[config.mk]
export PLATFORM = sky130hd
export DESIGN_NAME = min_heap_priority_queue_flat
export DESIGN_NICKNAME = d
export VERILOG_FILES = /design/src/rtl/mhpq_pkg.sv /design/src/rtl/mhpq_if.sv /design/src/rtl/mhpq_datapath.sv /design/src/rtl/mhpq_controller.sv /design/src/rtl/min_heap_priority_queue.sv /design/src/flat_wrapper.sv
export SDC_FILE = /design/constraint.sdc
export NUM_CORES = 2
export LEC_CHECK = 0
export BUFFER_PORTS_ARGS = -buffer_cell sky130_fd_sc_hd__buf_2
export CAP_MARGIN = 20
export CORE_MARGIN = 5
export CORE_UTILIZATION = 40
export CTS_CLUSTER_DIAMETER = 30
export DETAILED_ROUTE_END_ITERATION = 10
export GPL_ROUTABILITY_DRIVEN = 0
export HOLD_SLACK_MARGIN = 0.12
export PLACE_DENSITY = 0.62
export SETUP_SLACK_MARGIN = 0.2
export SLEW_MARGIN = 10
export SYNTH_ARGS = -nofsm -noshare
export SYNTH_HDL_FRONTEND = slang
export SYNTH_SLANG_ARGS = --single-unit
export TNS_END_PERCENT = 100
[constraint.sdc]
create_clock -name clk -period 10.4 [get_ports clk]
set_input_delay 2.08 -clock clk [delete_from_list [all_inputs] [get_ports clk]]
set_output_delay 2.08 -clock clk [all_outputs]
set_load 0.03 [all_outputs]
[src/rtl/mhpq_pkg.sv]
// ----------------------------------------------------------------------------
// Min-heap priority queue package
// Field widths, command and status codes, and the control and status
// structs that join the heap controller to the heap datapath.
// ----------------------------------------------------------------------------
package mhpq_pkg;

    // Field widths of the command and result transactions.
    localparam int CMD_W        = 3;
    localparam int KEY_W        = 32;
    localparam int SLOT_W       = 6;
    localparam int STATUS_W     = 3;
    localparam int COUNT_W      = 7;

    // Default number of keys the heap holds.
    localparam int DEF_CAPACITY = 64;

    // Most negative key; delete lowers the doomed entry to this value.
    localparam logic signed [KEY_W-1:0] KEY_MIN = {1'b1, {(KEY_W-1){1'b0}}};

    // Command codes; the codes above peek are ignored.
    typedef enum logic [CMD_W-1:0] {
        CMD_INSERT   = 3'd0,
        CMD_EXTRACT  = 3'd1,
        CMD_DECREASE = 3'd2,
        CMD_DELETE   = 3'd3,
        CMD_PEEK     = 3'd4
    } cmd_t;

    // Result status codes.
    typedef enum logic [STATUS_W-1:0] {
        ST_OK          = 3'd0,
        ST_EMPTY       = 3'd1,
        ST_FULL        = 3'd2,
        ST_RANGE       = 3'd3,
        ST_NOT_SMALLER = 3'd4
    } status_t;

    // Address pair presented to the two key store read ports.
    typedef enum logic [2:0] {
        RD_NONE     = 3'd0,
        RD_SLOT     = 3'd1,
        RD_ROOT     = 3'd2,
        RD_PARENT   = 3'd3,
        RD_CHILDREN = 3'd4
    } rd_sel_t;

    // Commands from the controller to the datapath.
    typedef struct packed {
        logic    load;
        rd_sel_t rd;
        logic    set_status;
        status_t status_code;
        logic    take_value;
        logic    start_up;
        logic    up_at_end;
        logic    up_min;
        logic    remove;
        logic    wr_key;
        logic    up_move;
        logic    dn_move;
        logic    publish;
    } dp_ctl_t;

    // Status flags from the datapath to the controller.
    typedef struct packed {
        logic full;
        logic empty;
        logic last_one;
        logic out_of_range;
        logic not_smaller;
        logic at_root;
        logic up_stop;
        logic dn_stop;
        logic res_free;
    } dp_sts_t;

endpackage

[src/rtl/mhpq_if.sv]
// ----------------------------------------------------------------------------
// Min-heap priority queue channel interfaces
// Valid/ready channels for command transactions and result transactions.
// ----------------------------------------------------------------------------

// Command channel: one heap operation per transaction.
interface mhpq_cmd_if;
    logic                                valid;
    logic                                ready;
    logic        [mhpq_pkg::CMD_W-1:0]   command;
    logic signed [mhpq_pkg::KEY_W-1:0]   key;
    logic        [mhpq_pkg::SLOT_W-1:0]  slot;

    modport source (output valid, output command, output key, output slot, input ready);
    modport sink   (input valid, input command, input key, input slot, output ready);
endinterface

// Result channel: one result per command.
interface mhpq_rsp_if;
    logic                                 valid;
    logic                                 ready;
    logic signed [mhpq_pkg::KEY_W-1:0]    value;
    logic        [mhpq_pkg::STATUS_W-1:0] status;
    logic        [mhpq_pkg::COUNT_W-1:0]  count;

    modport source (output valid, output value, output status, output count, input ready);
    modport sink   (input valid, input value, input status, input count, output ready);
endinterface

[src/rtl/mhpq_datapath.sv]
// ----------------------------------------------------------------------------
// Min-heap priority queue datapath
// Key store with one write and two registered read ports, the entry count,
// the moving key and hole index of a sift, and the result register.
// ----------------------------------------------------------------------------
module mhpq_datapath #(
    parameter int CAPACITY = mhpq_pkg::DEF_CAPACITY
) (
    input  logic                                 clk,
    input  logic                                 rst_n,
    input  mhpq_pkg::dp_ctl_t                    ctl,
    output mhpq_pkg::dp_sts_t                    sts,
    input  logic signed [mhpq_pkg::KEY_W-1:0]    in_key,
    input  logic        [mhpq_pkg::SLOT_W-1:0]   in_slot,
    output logic                                 res_valid,
    input  logic                                 res_ready,
    output logic signed [mhpq_pkg::KEY_W-1:0]    res_value,
    output logic        [mhpq_pkg::STATUS_W-1:0] res_status,
    output logic        [mhpq_pkg::COUNT_W-1:0]  res_count
);

    localparam int KW    = mhpq_pkg::KEY_W;
    localparam int SLW   = mhpq_pkg::SLOT_W;
    localparam int CNT_W = mhpq_pkg::COUNT_W;
    localparam int IW    = $clog2(CAPACITY);
    localparam int CW    = $clog2(CAPACITY + 1);
    localparam int XW    = IW + 2;
    localparam int SW    = (CW > SLW) ? CW : SLW;

    // Key store.
    logic signed [KW-1:0] mem [CAPACITY];

    logic        [CW-1:0]  count_reg, count_next;
    logic                  res_valid_reg, res_valid_next;
    logic        [IW-1:0]  hole_reg, hole_next;
    logic signed [KW-1:0]  mkey_reg, mkey_next;
    logic signed [KW-1:0]  value_reg, value_next;
    mhpq_pkg::status_t     status_reg, status_next;
    logic signed [KW-1:0]  key_reg;
    logic        [SLW-1:0] slot_reg;
    logic signed [KW-1:0]  rd_a_reg, rd_b_reg;
    logic signed [KW-1:0]  res_value_reg;
    mhpq_pkg::status_t     res_status_reg;
    logic        [CNT_W-1:0] res_count_reg;

    logic        [IW-1:0]  parent;
    logic        [XW-1:0]  lch, rch, count_x;
    logic                  l_valid, r_valid, l_ok, r_ok;
    logic signed [KW-1:0]  best, dn_val;
    logic        [IW-1:0]  dn_idx, last, ra, rb, waddr;
    logic                  rd_en, we;
    logic signed [KW-1:0]  wdata;

    // Tree neighbors of the hole.
    assign parent  = (hole_reg - IW'(1)) >> 1;
    assign lch     = {1'b0, hole_reg, 1'b1};
    assign rch     = lch + XW'(1);
    assign count_x = XW'(count_reg);
    assign l_valid = lch < count_x;
    assign r_valid = rch < count_x;
    assign last    = IW'(count_reg - CW'(1));

    // Smaller child of the hole, if either child is below the moving key.
    assign l_ok   = l_valid && (rd_a_reg < mkey_reg);
    assign best   = l_ok ? rd_a_reg : mkey_reg;
    assign r_ok   = r_valid && (rd_b_reg < best);
    assign dn_val = r_ok ? rd_b_reg : rd_a_reg;
    assign dn_idx = r_ok ? IW'(rch) : IW'(lch);

    // Read address selection.
    always_comb
    begin
        unique case (ctl.rd)
            mhpq_pkg::RD_SLOT:
            begin
                ra = IW'(slot_reg);
                rb = last;
            end
            mhpq_pkg::RD_ROOT:
            begin
                ra = '0;
                rb = last;
            end
            mhpq_pkg::RD_PARENT:
            begin
                ra = parent;
                rb = parent;
            end
            mhpq_pkg::RD_CHILDREN:
            begin
                ra = IW'(lch);
                rb = IW'(rch);
            end
            default:
            begin
                ra = '0;
                rb = '0;
            end
        endcase
    end
    assign rd_en = ctl.rd != mhpq_pkg::RD_NONE;

    // Write port: the moving key settles, or an entry moves into the hole.
    assign we    = ctl.wr_key || ctl.up_move || ctl.dn_move;
    assign waddr = hole_reg;
    always_comb
    begin
        priority if (ctl.wr_key)
            wdata = mkey_reg;
        else if (ctl.up_move)
            wdata = rd_a_reg;
        else
            wdata = dn_val;
    end

    // Key store ports.
    always_ff @(posedge clk)
    begin
        if (we)
        begin
            mem[waddr] <= wdata;
        end
        if (rd_en)
        begin
            rd_a_reg <= mem[ra];
            rd_b_reg <= mem[rb];
        end
    end

    // Next values of the sift and result state.
    always_comb
    begin
        count_next     = count_reg;
        hole_next      = hole_reg;
        mkey_next      = mkey_reg;
        value_next     = value_reg;
        status_next    = status_reg;
        res_valid_next = res_valid_reg;

        if (ctl.load)
        begin
            value_next  = '0;
            status_next = mhpq_pkg::ST_OK;
        end
        if (ctl.set_status)
        begin
            status_next = ctl.status_code;
        end
        if (ctl.take_value)
        begin
            value_next = rd_a_reg;
        end
        if (ctl.start_up)
        begin
            if (ctl.up_at_end)
            begin
                hole_next  = IW'(count_reg);
                count_next = count_reg + CW'(1);
            end
            else
            begin
                hole_next = IW'(slot_reg);
            end
            mkey_next = ctl.up_min ? mhpq_pkg::KEY_MIN : key_reg;
        end
        if (ctl.remove)
        begin
            count_next = count_reg - CW'(1);
            mkey_next  = rd_b_reg;
            hole_next  = '0;
        end
        if (ctl.up_move)
        begin
            hole_next = parent;
        end
        if (ctl.dn_move)
        begin
            hole_next = dn_idx;
        end
        if (res_valid_reg && res_ready)
        begin
            res_valid_next = 1'b0;
        end
        if (ctl.publish)
        begin
            res_valid_next = 1'b1;
        end
    end

    // Control registers.
    always_ff @(posedge clk or negedge rst_n)
    begin
        if (!rst_n)
        begin
            count_reg     <= '0;
            res_valid_reg <= 1'b0;
        end
        else
        begin
            count_reg     <= count_next;
            res_valid_reg <= res_valid_next;
        end
    end

    // Payload registers.
    always_ff @(posedge clk)
    begin
        hole_reg   <= hole_next;
        mkey_reg   <= mkey_next;
        value_reg  <= value_next;
        status_reg <= status_next;
        if (ctl.load)
        begin
            key_reg  <= in_key;
            slot_reg <= in_slot;
        end
        if (ctl.publish)
        begin
            res_value_reg  <= value_reg;
            res_status_reg <= status_reg;
            res_count_reg  <= CNT_W'(count_reg);
        end
    end

    // Status flags for the controller.
    assign sts.full         = count_reg == CW'(CAPACITY);
    assign sts.empty        = count_reg == '0;
    assign sts.last_one     = count_reg == CW'(1);
    assign sts.out_of_range = SW'(slot_reg) >= SW'(count_reg);
    assign sts.not_smaller  = key_reg > rd_a_reg;
    assign sts.at_root      = hole_reg == '0;
    assign sts.up_stop      = rd_a_reg <= mkey_reg;
    assign sts.dn_stop      = !l_ok && !r_ok;
    assign sts.res_free     = !res_valid_reg || res_ready;

    assign res_valid  = res_valid_reg;
    assign res_value  = res_value_reg;
    assign res_status = res_status_reg;
    assign res_count  = res_count_reg;

    // Every store write lands inside the live part of the heap.
    a_write_in_heap: assert property (@(posedge clk) disable iff (!rst_n)
        we |-> (CW'(hole_reg) < count_reg))
        else $error("key store write outside the live heap");

    // A sift-up step never moves above the root.
    a_up_below_root: assert property (@(posedge clk) disable iff (!rst_n)
        ctl.up_move |-> (hole_reg != '0))
        else $error("sift-up step taken at the root");

    // A new result never overwrites one that is still waiting.
    a_no_overwrite: assert property (@(posedge clk) disable iff (!rst_n)
        ctl.publish |-> (!res_valid_reg || res_ready))
        else $error("result register overwritten while pending");

    // The entry count stays within capacity and removal needs an entry.
    a_count_bounds: assert property (@(posedge clk) disable iff (!rst_n)
        (count_reg <= CW'(CAPACITY)) && (!ctl.remove || (count_reg != '0)))
        else $error("entry count out of bounds");

endmodule

[src/rtl/mhpq_controller.sv]
// ----------------------------------------------------------------------------
// Min-heap priority queue controller
// State machine that sequences the checks, sift-up and sift-down steps of
// each command and hands the result to the output register.
// ----------------------------------------------------------------------------
module mhpq_controller (
    input  logic                              clk,
    input  logic                              rst_n,
    input  logic                              in_valid,
    output logic                              in_ready,
    input  logic [mhpq_pkg::CMD_W-1:0]        in_command,
    output mhpq_pkg::dp_ctl_t                 ctl,
    input  mhpq_pkg::dp_sts_t                 sts
);

    typedef enum logic [9:0] {
        S_IDLE    = 10'b00_0000_0001,
        S_LOOK    = 10'b00_0000_0010,
        S_CHECK   = 10'b00_0000_0100,
        S_UP_RD   = 10'b00_0000_1000,
        S_UP_CMP  = 10'b00_0001_0000,
        S_DEL_RD  = 10'b00_0010_0000,
        S_DEL_CMP = 10'b00_0100_0000,
        S_DN_RD   = 10'b00_1000_0000,
        S_DN_CMP  = 10'b01_0000_0000,
        S_FIN     = 10'b10_0000_0000
    } state_t;

    state_t                     state_reg, state_next;
    logic [mhpq_pkg::CMD_W-1:0] cmd_reg;
    logic                       is_delete;
    state_t                     after_up;

    assign in_ready  = state_reg == S_IDLE;
    assign is_delete = cmd_reg == mhpq_pkg::CMD_DELETE;
    assign after_up  = is_delete ? S_DEL_RD : S_FIN;

    // Next state and datapath commands.
    always_comb
    begin
        state_next      = state_reg;
        ctl             = '0;
        ctl.rd          = mhpq_pkg::RD_NONE;
        ctl.status_code = mhpq_pkg::ST_OK;

        unique case (state_reg)
            S_IDLE:
            begin
                if (in_valid)
                begin
                    ctl.load   = 1'b1;
                    state_next = S_LOOK;
                end
            end
            S_LOOK:
            begin
                if (cmd_reg == mhpq_pkg::CMD_DECREASE)
                    ctl.rd = mhpq_pkg::RD_SLOT;
                else
                    ctl.rd = mhpq_pkg::RD_ROOT;
                state_next = S_CHECK;
            end
            S_CHECK:
            begin
                state_next = S_FIN;
                unique case (mhpq_pkg::cmd_t'(cmd_reg))
                    mhpq_pkg::CMD_INSERT:
                    begin
                        if (sts.full)
                        begin
                            ctl.set_status  = 1'b1;
                            ctl.status_code = mhpq_pkg::ST_FULL;
                        end
                        else
                        begin
                            ctl.start_up  = 1'b1;
                            ctl.up_at_end = 1'b1;
                            state_next    = S_UP_RD;
                        end
                    end
                    mhpq_pkg::CMD_EXTRACT:
                    begin
                        if (sts.empty)
                        begin
                            ctl.set_status  = 1'b1;
                            ctl.status_code = mhpq_pkg::ST_EMPTY;
                        end
                        else
                        begin
                            ctl.take_value = 1'b1;
                            ctl.remove     = 1'b1;
                            if (!sts.last_one)
                                state_next = S_DN_RD;
                        end
                    end
                    mhpq_pkg::CMD_DECREASE:
                    begin
                        if (sts.out_of_range)
                        begin
                            ctl.set_status  = 1'b1;
                            ctl.status_code = mhpq_pkg::ST_RANGE;
                        end
                        else if (sts.not_smaller)
                        begin
                            ctl.set_status  = 1'b1;
                            ctl.status_code = mhpq_pkg::ST_NOT_SMALLER;
                        end
                        else
                        begin
                            ctl.start_up = 1'b1;
                            state_next   = S_UP_RD;
                        end
                    end
                    mhpq_pkg::CMD_DELETE:
                    begin
                        if (sts.out_of_range)
                        begin
                            ctl.set_status  = 1'b1;
                            ctl.status_code = mhpq_pkg::ST_RANGE;
                        end
                        else
                        begin
                            ctl.start_up = 1'b1;
                            ctl.up_min   = 1'b1;
                            state_next   = S_UP_RD;
                        end
                    end
                    mhpq_pkg::CMD_PEEK:
                    begin
                        if (sts.empty)
                        begin
                            ctl.set_status  = 1'b1;
                            ctl.status_code = mhpq_pkg::ST_EMPTY;
                        end
                        else
                        begin
                            ctl.take_value = 1'b1;
                        end
                    end
                    default:
                    begin
                        // Unused command codes leave the heap alone.
                    end
                endcase
            end
            S_UP_RD:
            begin
                if (sts.at_root)
                begin
                    ctl.wr_key = 1'b1;
                    state_next = after_up;
                end
                else
                begin
                    ctl.rd     = mhpq_pkg::RD_PARENT;
                    state_next = S_UP_CMP;
                end
            end
            S_UP_CMP:
            begin
                if (sts.up_stop)
                begin
                    ctl.wr_key = 1'b1;
                    state_next = after_up;
                end
                else
                begin
                    ctl.up_move = 1'b1;
                    state_next  = S_UP_RD;
                end
            end
            S_DEL_RD:
            begin
                ctl.rd     = mhpq_pkg::RD_ROOT;
                state_next = S_DEL_CMP;
            end
            S_DEL_CMP:
            begin
                ctl.remove = 1'b1;
                state_next = sts.last_one ? S_FIN : S_DN_RD;
            end
            S_DN_RD:
            begin
                ctl.rd     = mhpq_pkg::RD_CHILDREN;
                state_next = S_DN_CMP;
            end
            S_DN_CMP:
            begin
                if (sts.dn_stop)
                begin
                    ctl.wr_key = 1'b1;
                    state_next = S_FIN;
                end
                else
                begin
                    ctl.dn_move = 1'b1;
                    state_next  = S_DN_RD;
                end
            end
            S_FIN:
            begin
                if (sts.res_free)
                begin
                    ctl.publish = 1'b1;
                    state_next  = S_IDLE;
                end
            end
            default:
            begin
                state_next = S_IDLE;
            end
        endcase
    end

    // State register.
    always_ff @(posedge clk or negedge rst_n)
    begin
        if (!rst_n)
        begin
            state_reg <= S_IDLE;
        end
        else
        begin
            state_reg <= state_next;
        end
    end

    // Command code of the transaction in progress.
    always_ff @(posedge clk)
    begin
        if (ctl.load)
        begin
            cmd_reg <= in_command;
        end
    end

endmodule

[src/rtl/min_heap_priority_queue.sv]
// ----------------------------------------------------------------------------
// Min-heap priority queue
// Binary min-heap of signed keys with insert, extract-minimum, decrease-key,
// delete-at-slot and peek commands, one result per command.
//
//   channel  modport  payload                 transfers on
//   cmd      sink     command, key, slot      valid && ready
//   res      source   value, status, count    valid && ready
//
// A command runs through load, read and check states; sift-up then repeats a
// parent read and a compare for each level moved, sift-down a children read
// and a compare for each level, and delete runs sift-up, then a root read and
// the removal, then sift-down, before the result is published.
// The next command is taken while a result waits in the output register; only
// its own result stalls. Reset clears the entry count, not the key store.
// ----------------------------------------------------------------------------
module min_heap_priority_queue #(
    parameter int CAPACITY = mhpq_pkg::DEF_CAPACITY
) (
    input logic     clk,
    input logic     rst_n,
    mhpq_cmd_if.sink   cmd,
    mhpq_rsp_if.source res
);

    mhpq_pkg::dp_ctl_t ctl;
    mhpq_pkg::dp_sts_t sts;
    logic              cmd_ready;

    // Sequencing of each command.
    mhpq_controller u_ctrl (
        .clk        (clk),
        .rst_n      (rst_n),
        .in_valid   (cmd.valid),
        .in_ready   (cmd_ready),
        .in_command (cmd.command),
        .ctl        (ctl),
        .sts        (sts)
    );

    // Key store, sift registers and result register.
    mhpq_datapath #(
        .CAPACITY (CAPACITY)
    ) u_dp (
        .clk        (clk),
        .rst_n      (rst_n),
        .ctl        (ctl),
        .sts        (sts),
        .in_key     (cmd.key),
        .in_slot    (cmd.slot),
        .res_valid  (res.valid),
        .res_ready  (res.ready),
        .res_value  (res.value),
        .res_status (res.status),
        .res_count  (res.count)
    );

    assign cmd.ready = cmd_ready;

endmodule

[src/flat_wrapper.sv]
// flat-port wrapper written by rule: the top's interface ports become plain ports
module min_heap_priority_queue_flat 
#(
    parameter int CAPACITY = mhpq_pkg::DEF_CAPACITY
)
  (clk, rst_n, cmd_valid, cmd_command, cmd_key, cmd_slot, cmd_ready, res_valid, res_value, res_status, res_count, res_ready);
  mhpq_cmd_if cmd_i ();
  mhpq_rsp_if res_i ();
  input logic clk;
  input logic rst_n;
  input wire logic [$bits(cmd_i.valid)-1:0] cmd_valid;
  input wire logic [$bits(cmd_i.command)-1:0] cmd_command;
  input wire logic [$bits(cmd_i.key)-1:0] cmd_key;
  input wire logic [$bits(cmd_i.slot)-1:0] cmd_slot;
  output wire logic [$bits(cmd_i.ready)-1:0] cmd_ready;
  output wire logic [$bits(res_i.valid)-1:0] res_valid;
  output wire logic [$bits(res_i.value)-1:0] res_value;
  output wire logic [$bits(res_i.status)-1:0] res_status;
  output wire logic [$bits(res_i.count)-1:0] res_count;
  input wire logic [$bits(res_i.ready)-1:0] res_ready;
  assign cmd_i.valid = cmd_valid;
  assign cmd_i.command = cmd_command;
  assign cmd_i.key = cmd_key;
  assign cmd_i.slot = cmd_slot;
  assign cmd_ready = cmd_i.ready;
  assign res_valid = res_i.valid;
  assign res_value = res_i.value;
  assign res_status = res_i.status;
  assign res_count = res_i.count;
  assign res_i.ready = res_ready;
  min_heap_priority_queue #(.CAPACITY(CAPACITY)) u_core (.clk(clk), .rst_n(rst_n), .cmd(cmd_i), .res(res_i));
endmodule
==> key figures <==
Run status
  – Outcome: finished clean

Synthesis
  – Sequential cell area fraction in the yosys report: 60.3%
  – Synthesized flop and latch total: 2286
  – Synth async-reset ratio: 0.787%
  – Mapped Avg Cell Area: 10.5 µm²
  – Syn Inst Count: 10870
  – Most common flop cell mapped by yosys: edfxtp_1
  – Synthesized area: 114000 µm²
  – Netlist cell types: 80
  – Syn Nets: 11034
  – EDFF count, synth: 2268
  – Synthesis Warnings: 0

Finish
  – P&R area growth vs syn: 17.6%
  – Share of layout cells above drive strength 1: 11.1%
  – Max reg flops: 2048
  – Commonest non-fill, non-tap cell in the layout: nand2_1
  – Register area: between 60000 and 70000 µm²
  – Multi-input logic area: 41900 µm²
  – Final #Nets: 10904
  – Commonest cells after routing, fill and taps aside: nand2_1, edfxtp_1, nand3_1
  – Reg with most FFs: u_core.u_dp.mem
  – Filler instances: 24897

Timing
  – Max transition margin: 7.77%
  – Peak Freq: 112 MHz
  – Minimum clock period: roughly 9 ns
  – Worst setup margin: 1.43 ns
  – Setup TNS: 0 ns
  – RSZ-0062 raised after global routing: false
  – Final worst-path cycle share: 86.2%
  – Hold WS: 0.414 ns
  – Final setup fails: 0
  – Worst Tran Pin Value: 1.38 ns
  – Fin. max-slew vios: 0
  – Fin Clk Skew: between 0.07 and 0.08 ns
  – Final hold vios: 0

Clocking
  – Hold Buf Count CTS: 0
  – Clk_lat worst skew: between 0.9 and 1 ns
  – CTS sink count: around 2300
  – Post-cts sizing count: 0
  – Maximum root-to-sink buffer count: 4
  – CTS tree: built
  – # H-tree levels: 5
  – Post-CTS Setup Bufs: 0
  – Clock transition at path regs: 0.05 ns
  – Clock Root Buffer: clkbuf_16
  – TritonCTS Buffers: 441

Drt
  – Detailed Routing Iterations Pass 1: 10
  – DRC errors left: 0
  – First DRT Iteration DRCs: about 15000
  – Vias: 95719
  – Post-route ant nets: 0
  – Drt total wl: ~430000 µm
  – DR vias/cell: between 6 and 7
  – WL/cell: 29.0 µm

Place
  – Port Buffers: 88
  – DP Worst Slack: 1.69 ns
  – Dpl hpwl: 233000 µm

Global route
  – Largest net degree at the start of global routing: 163
  – Met2 Use GR: 42.2%
  – Met1 usage: 36.8%
  – First-pass GRT wire length: 617000 µm
  – Busiest layer in global routing: met2
  – Vias in the first global route: 90468
  – Global Route Usage Sum: 28.1%
  – Met3 usage: 7.74%
  – Initial antenna violation count: 22
  – Global route overflow: 0

Worst setup path
  – Startpoint types: flip-flop
  – Critical Path, Cell by Cell: ha_1, nand4_1, nor4_1, o31a_1, nor3_1, xnor2_1, nor2_4, buf_4, nor2_1, a21oi_1, ha_1, a21o_1, a21o_1, a21oi_1, o21ai_0, a211oi_1, o2111ai_1, o211ai_2, mux2i_2, buf_4, and2_2, mux2i_1, o21ai_4, buf_4
  – Critical Path Max Stage Delay: ~0.90 ns
  – Crit-path leading delay family: compound AO/OA/AOI/OAI gates
  – Kind of critical path: flip-flop to flip-flop
  – Critical Path AT: 9.64 ns
  – CP max-delay cell: and2_2
  – Worst Path Buf+Inv: 3
  – Critical path's most frequent cell: buf_4
  – Max FO, Critical Path: 46
  – Crit end category: flip-flop
  – Critical Path RT: 11.08 ns

Floorplanning
  – Site Rows: between 150 and 200
  – I/O pin total: 89
  – Starting Density: 40.2%
  – Placeable Area: 283000 µm²
  – Die area: 295000 µm²
  – Die Y: 543 µm
  – DIE WIDTH: 543 µm

Pwr
  – Power Internal: between 0.02 and 0.025 W
  – Clock power frac: a little under half
  – Lkg Pwr: 45.8 nW
  – VDD IR max: 0.166 mV
  – P_sw: 0.00920 W
  – Sw Share: 29.7%
  – Comb pwr share: 17.9%
  – Pwr dens: 232 nW/µm²
  – Sequential Power Share: between 30% and 40%

Job
  – Max Cap Viol: 0

Worst hold path
  – Hold Crit Class: flip-flop to flip-flop
==> metrics by stage <==
step	utilization (%)	cells	power (W)	instance area, µm²
6_report	47.3	14868	0.0310	134000
5_1_grt	47.3	14863	0.0318	134000
4_1_cts	47.2	14853	0.0308	133000
3_5_place_dp	41.9	14033	0.0165	118000
3_3_place_gp	41.9	14027	0.0165	118000
2_1_floorplan	-	10870	0.0145	114000
==> cell families after synthesis <==
group                    Yosys count  share of synthesized area, %
AND/OR/NAND/NOR                 5511                          21.3
flip-flops                      2286                          60.3
AO/OA/AOI/OAI                   1878                          12.8
buffers and inverters           1017                          3.78
adder cells (fa/ha/maj)          119                          1.31
multiplexers                      38                         0.338
XOR/XNOR                          21                         0.162
==> cell usage after synthesis, drive strengths merged, types with 5 or more instances <==
library cell  instances  area, µm²
a31oi               201       1260
a211o                59        517
nor4                 10        105
o21ai                59        295
o311ai               33        289
edfxtp             2268      68100
a22oi                37        278
xor2                  5       43.8
a21oi               155        780
clkbuf              550       2070
mux2i                38        384
nand2b               11       68.8
a21o                 24        180
xnor2                16        140
a311oi              725       6350
a311o                11        110
o211ai               16        125
nor3                245       1230
nand2              3347      12600
a221o                 8       80.1
nand4                19        119
nor2                180        678
and3                230       1440
a22o                 32        280
nor2b                13       81.3
a31o                 12        105
a221oi                5       61.3
dfrtp                17        425
o32a                  5       50.1
ha                  119       1490
nand3               992       4960
and2                436       2730
o31ai                 8       73.8
inv                  88        330
o2111ai               5       56.3
o21a                  8       60.1
buf                 379       1890
or3                   6       37.5
a211oi              458       3450
==> metal layers <==
layer	share of wire (%)	wire length (µm)	up-vias
li1	-	-	40246
met4	6.0	26100	14
met1	37	159000	46209
met5	0.021	92	-
met3	14	59600	1573
met2	43	187000	7677
==> power by group through the flow <==
stage	combinational, W	sequential [W]	clock, W
after CTS	0.00530	0.0111	0.0144
after global routing	0.00580	0.0111	0.0149
after global placement	0.00520	0.0113	0
after floorplan	0.00327	0.0112	0
after detailed placement	0.00529	0.0113	0
final	0.00554	0.0111	0.0144
==> path summary, 6_finish.rpt <==
check | start | slack, ns | end | cells past startpoint
min | u_core.u_dp.value_reg[19]$_SDFFCE_PN0P_ | 0.41 | u_core.u_dp.res_value[19]$_DFFE_PP_ | 0
max reg2reg | u_core.u_dp.rd_a_reg[31]$_DFFE_PP_ | 1.43 | u_core.u_dp.mem[55][11]$_DFFE_PP_ | 24
max in group asynchronous | rst_n | 8.91 | u_core.u_ctrl.state_reg[0]$_DFFE_PN1P_ | 1
min reg2reg | u_core.u_dp.value_reg[19]$_SDFFCE_PN0P_ | 0.41 | u_core.u_dp.res_value[19]$_DFFE_PP_ | 0
max | u_core.u_dp.rd_a_reg[31]$_DFFE_PP_ | 1.43 | u_core.u_dp.mem[55][11]$_DFFE_PP_ | 24
min in group asynchronous | rst_n | 1.14 | u_core.u_ctrl.state_reg[2]$_DFFE_PN0P_ | 1
==> cell type report <==
type                    instances  share of cell area (%)
diodes                          8                  0.0150
clock buffers                 484                    8.45
clock inverters               336                    2.85
inverters                      88                   0.247
multi-input cells            7567                    31.3
flip-flops and latches       2286                    51.3
well taps                    3743                    3.50
repair buffers                356                    2.29
(Power assumes the default switching activity.)
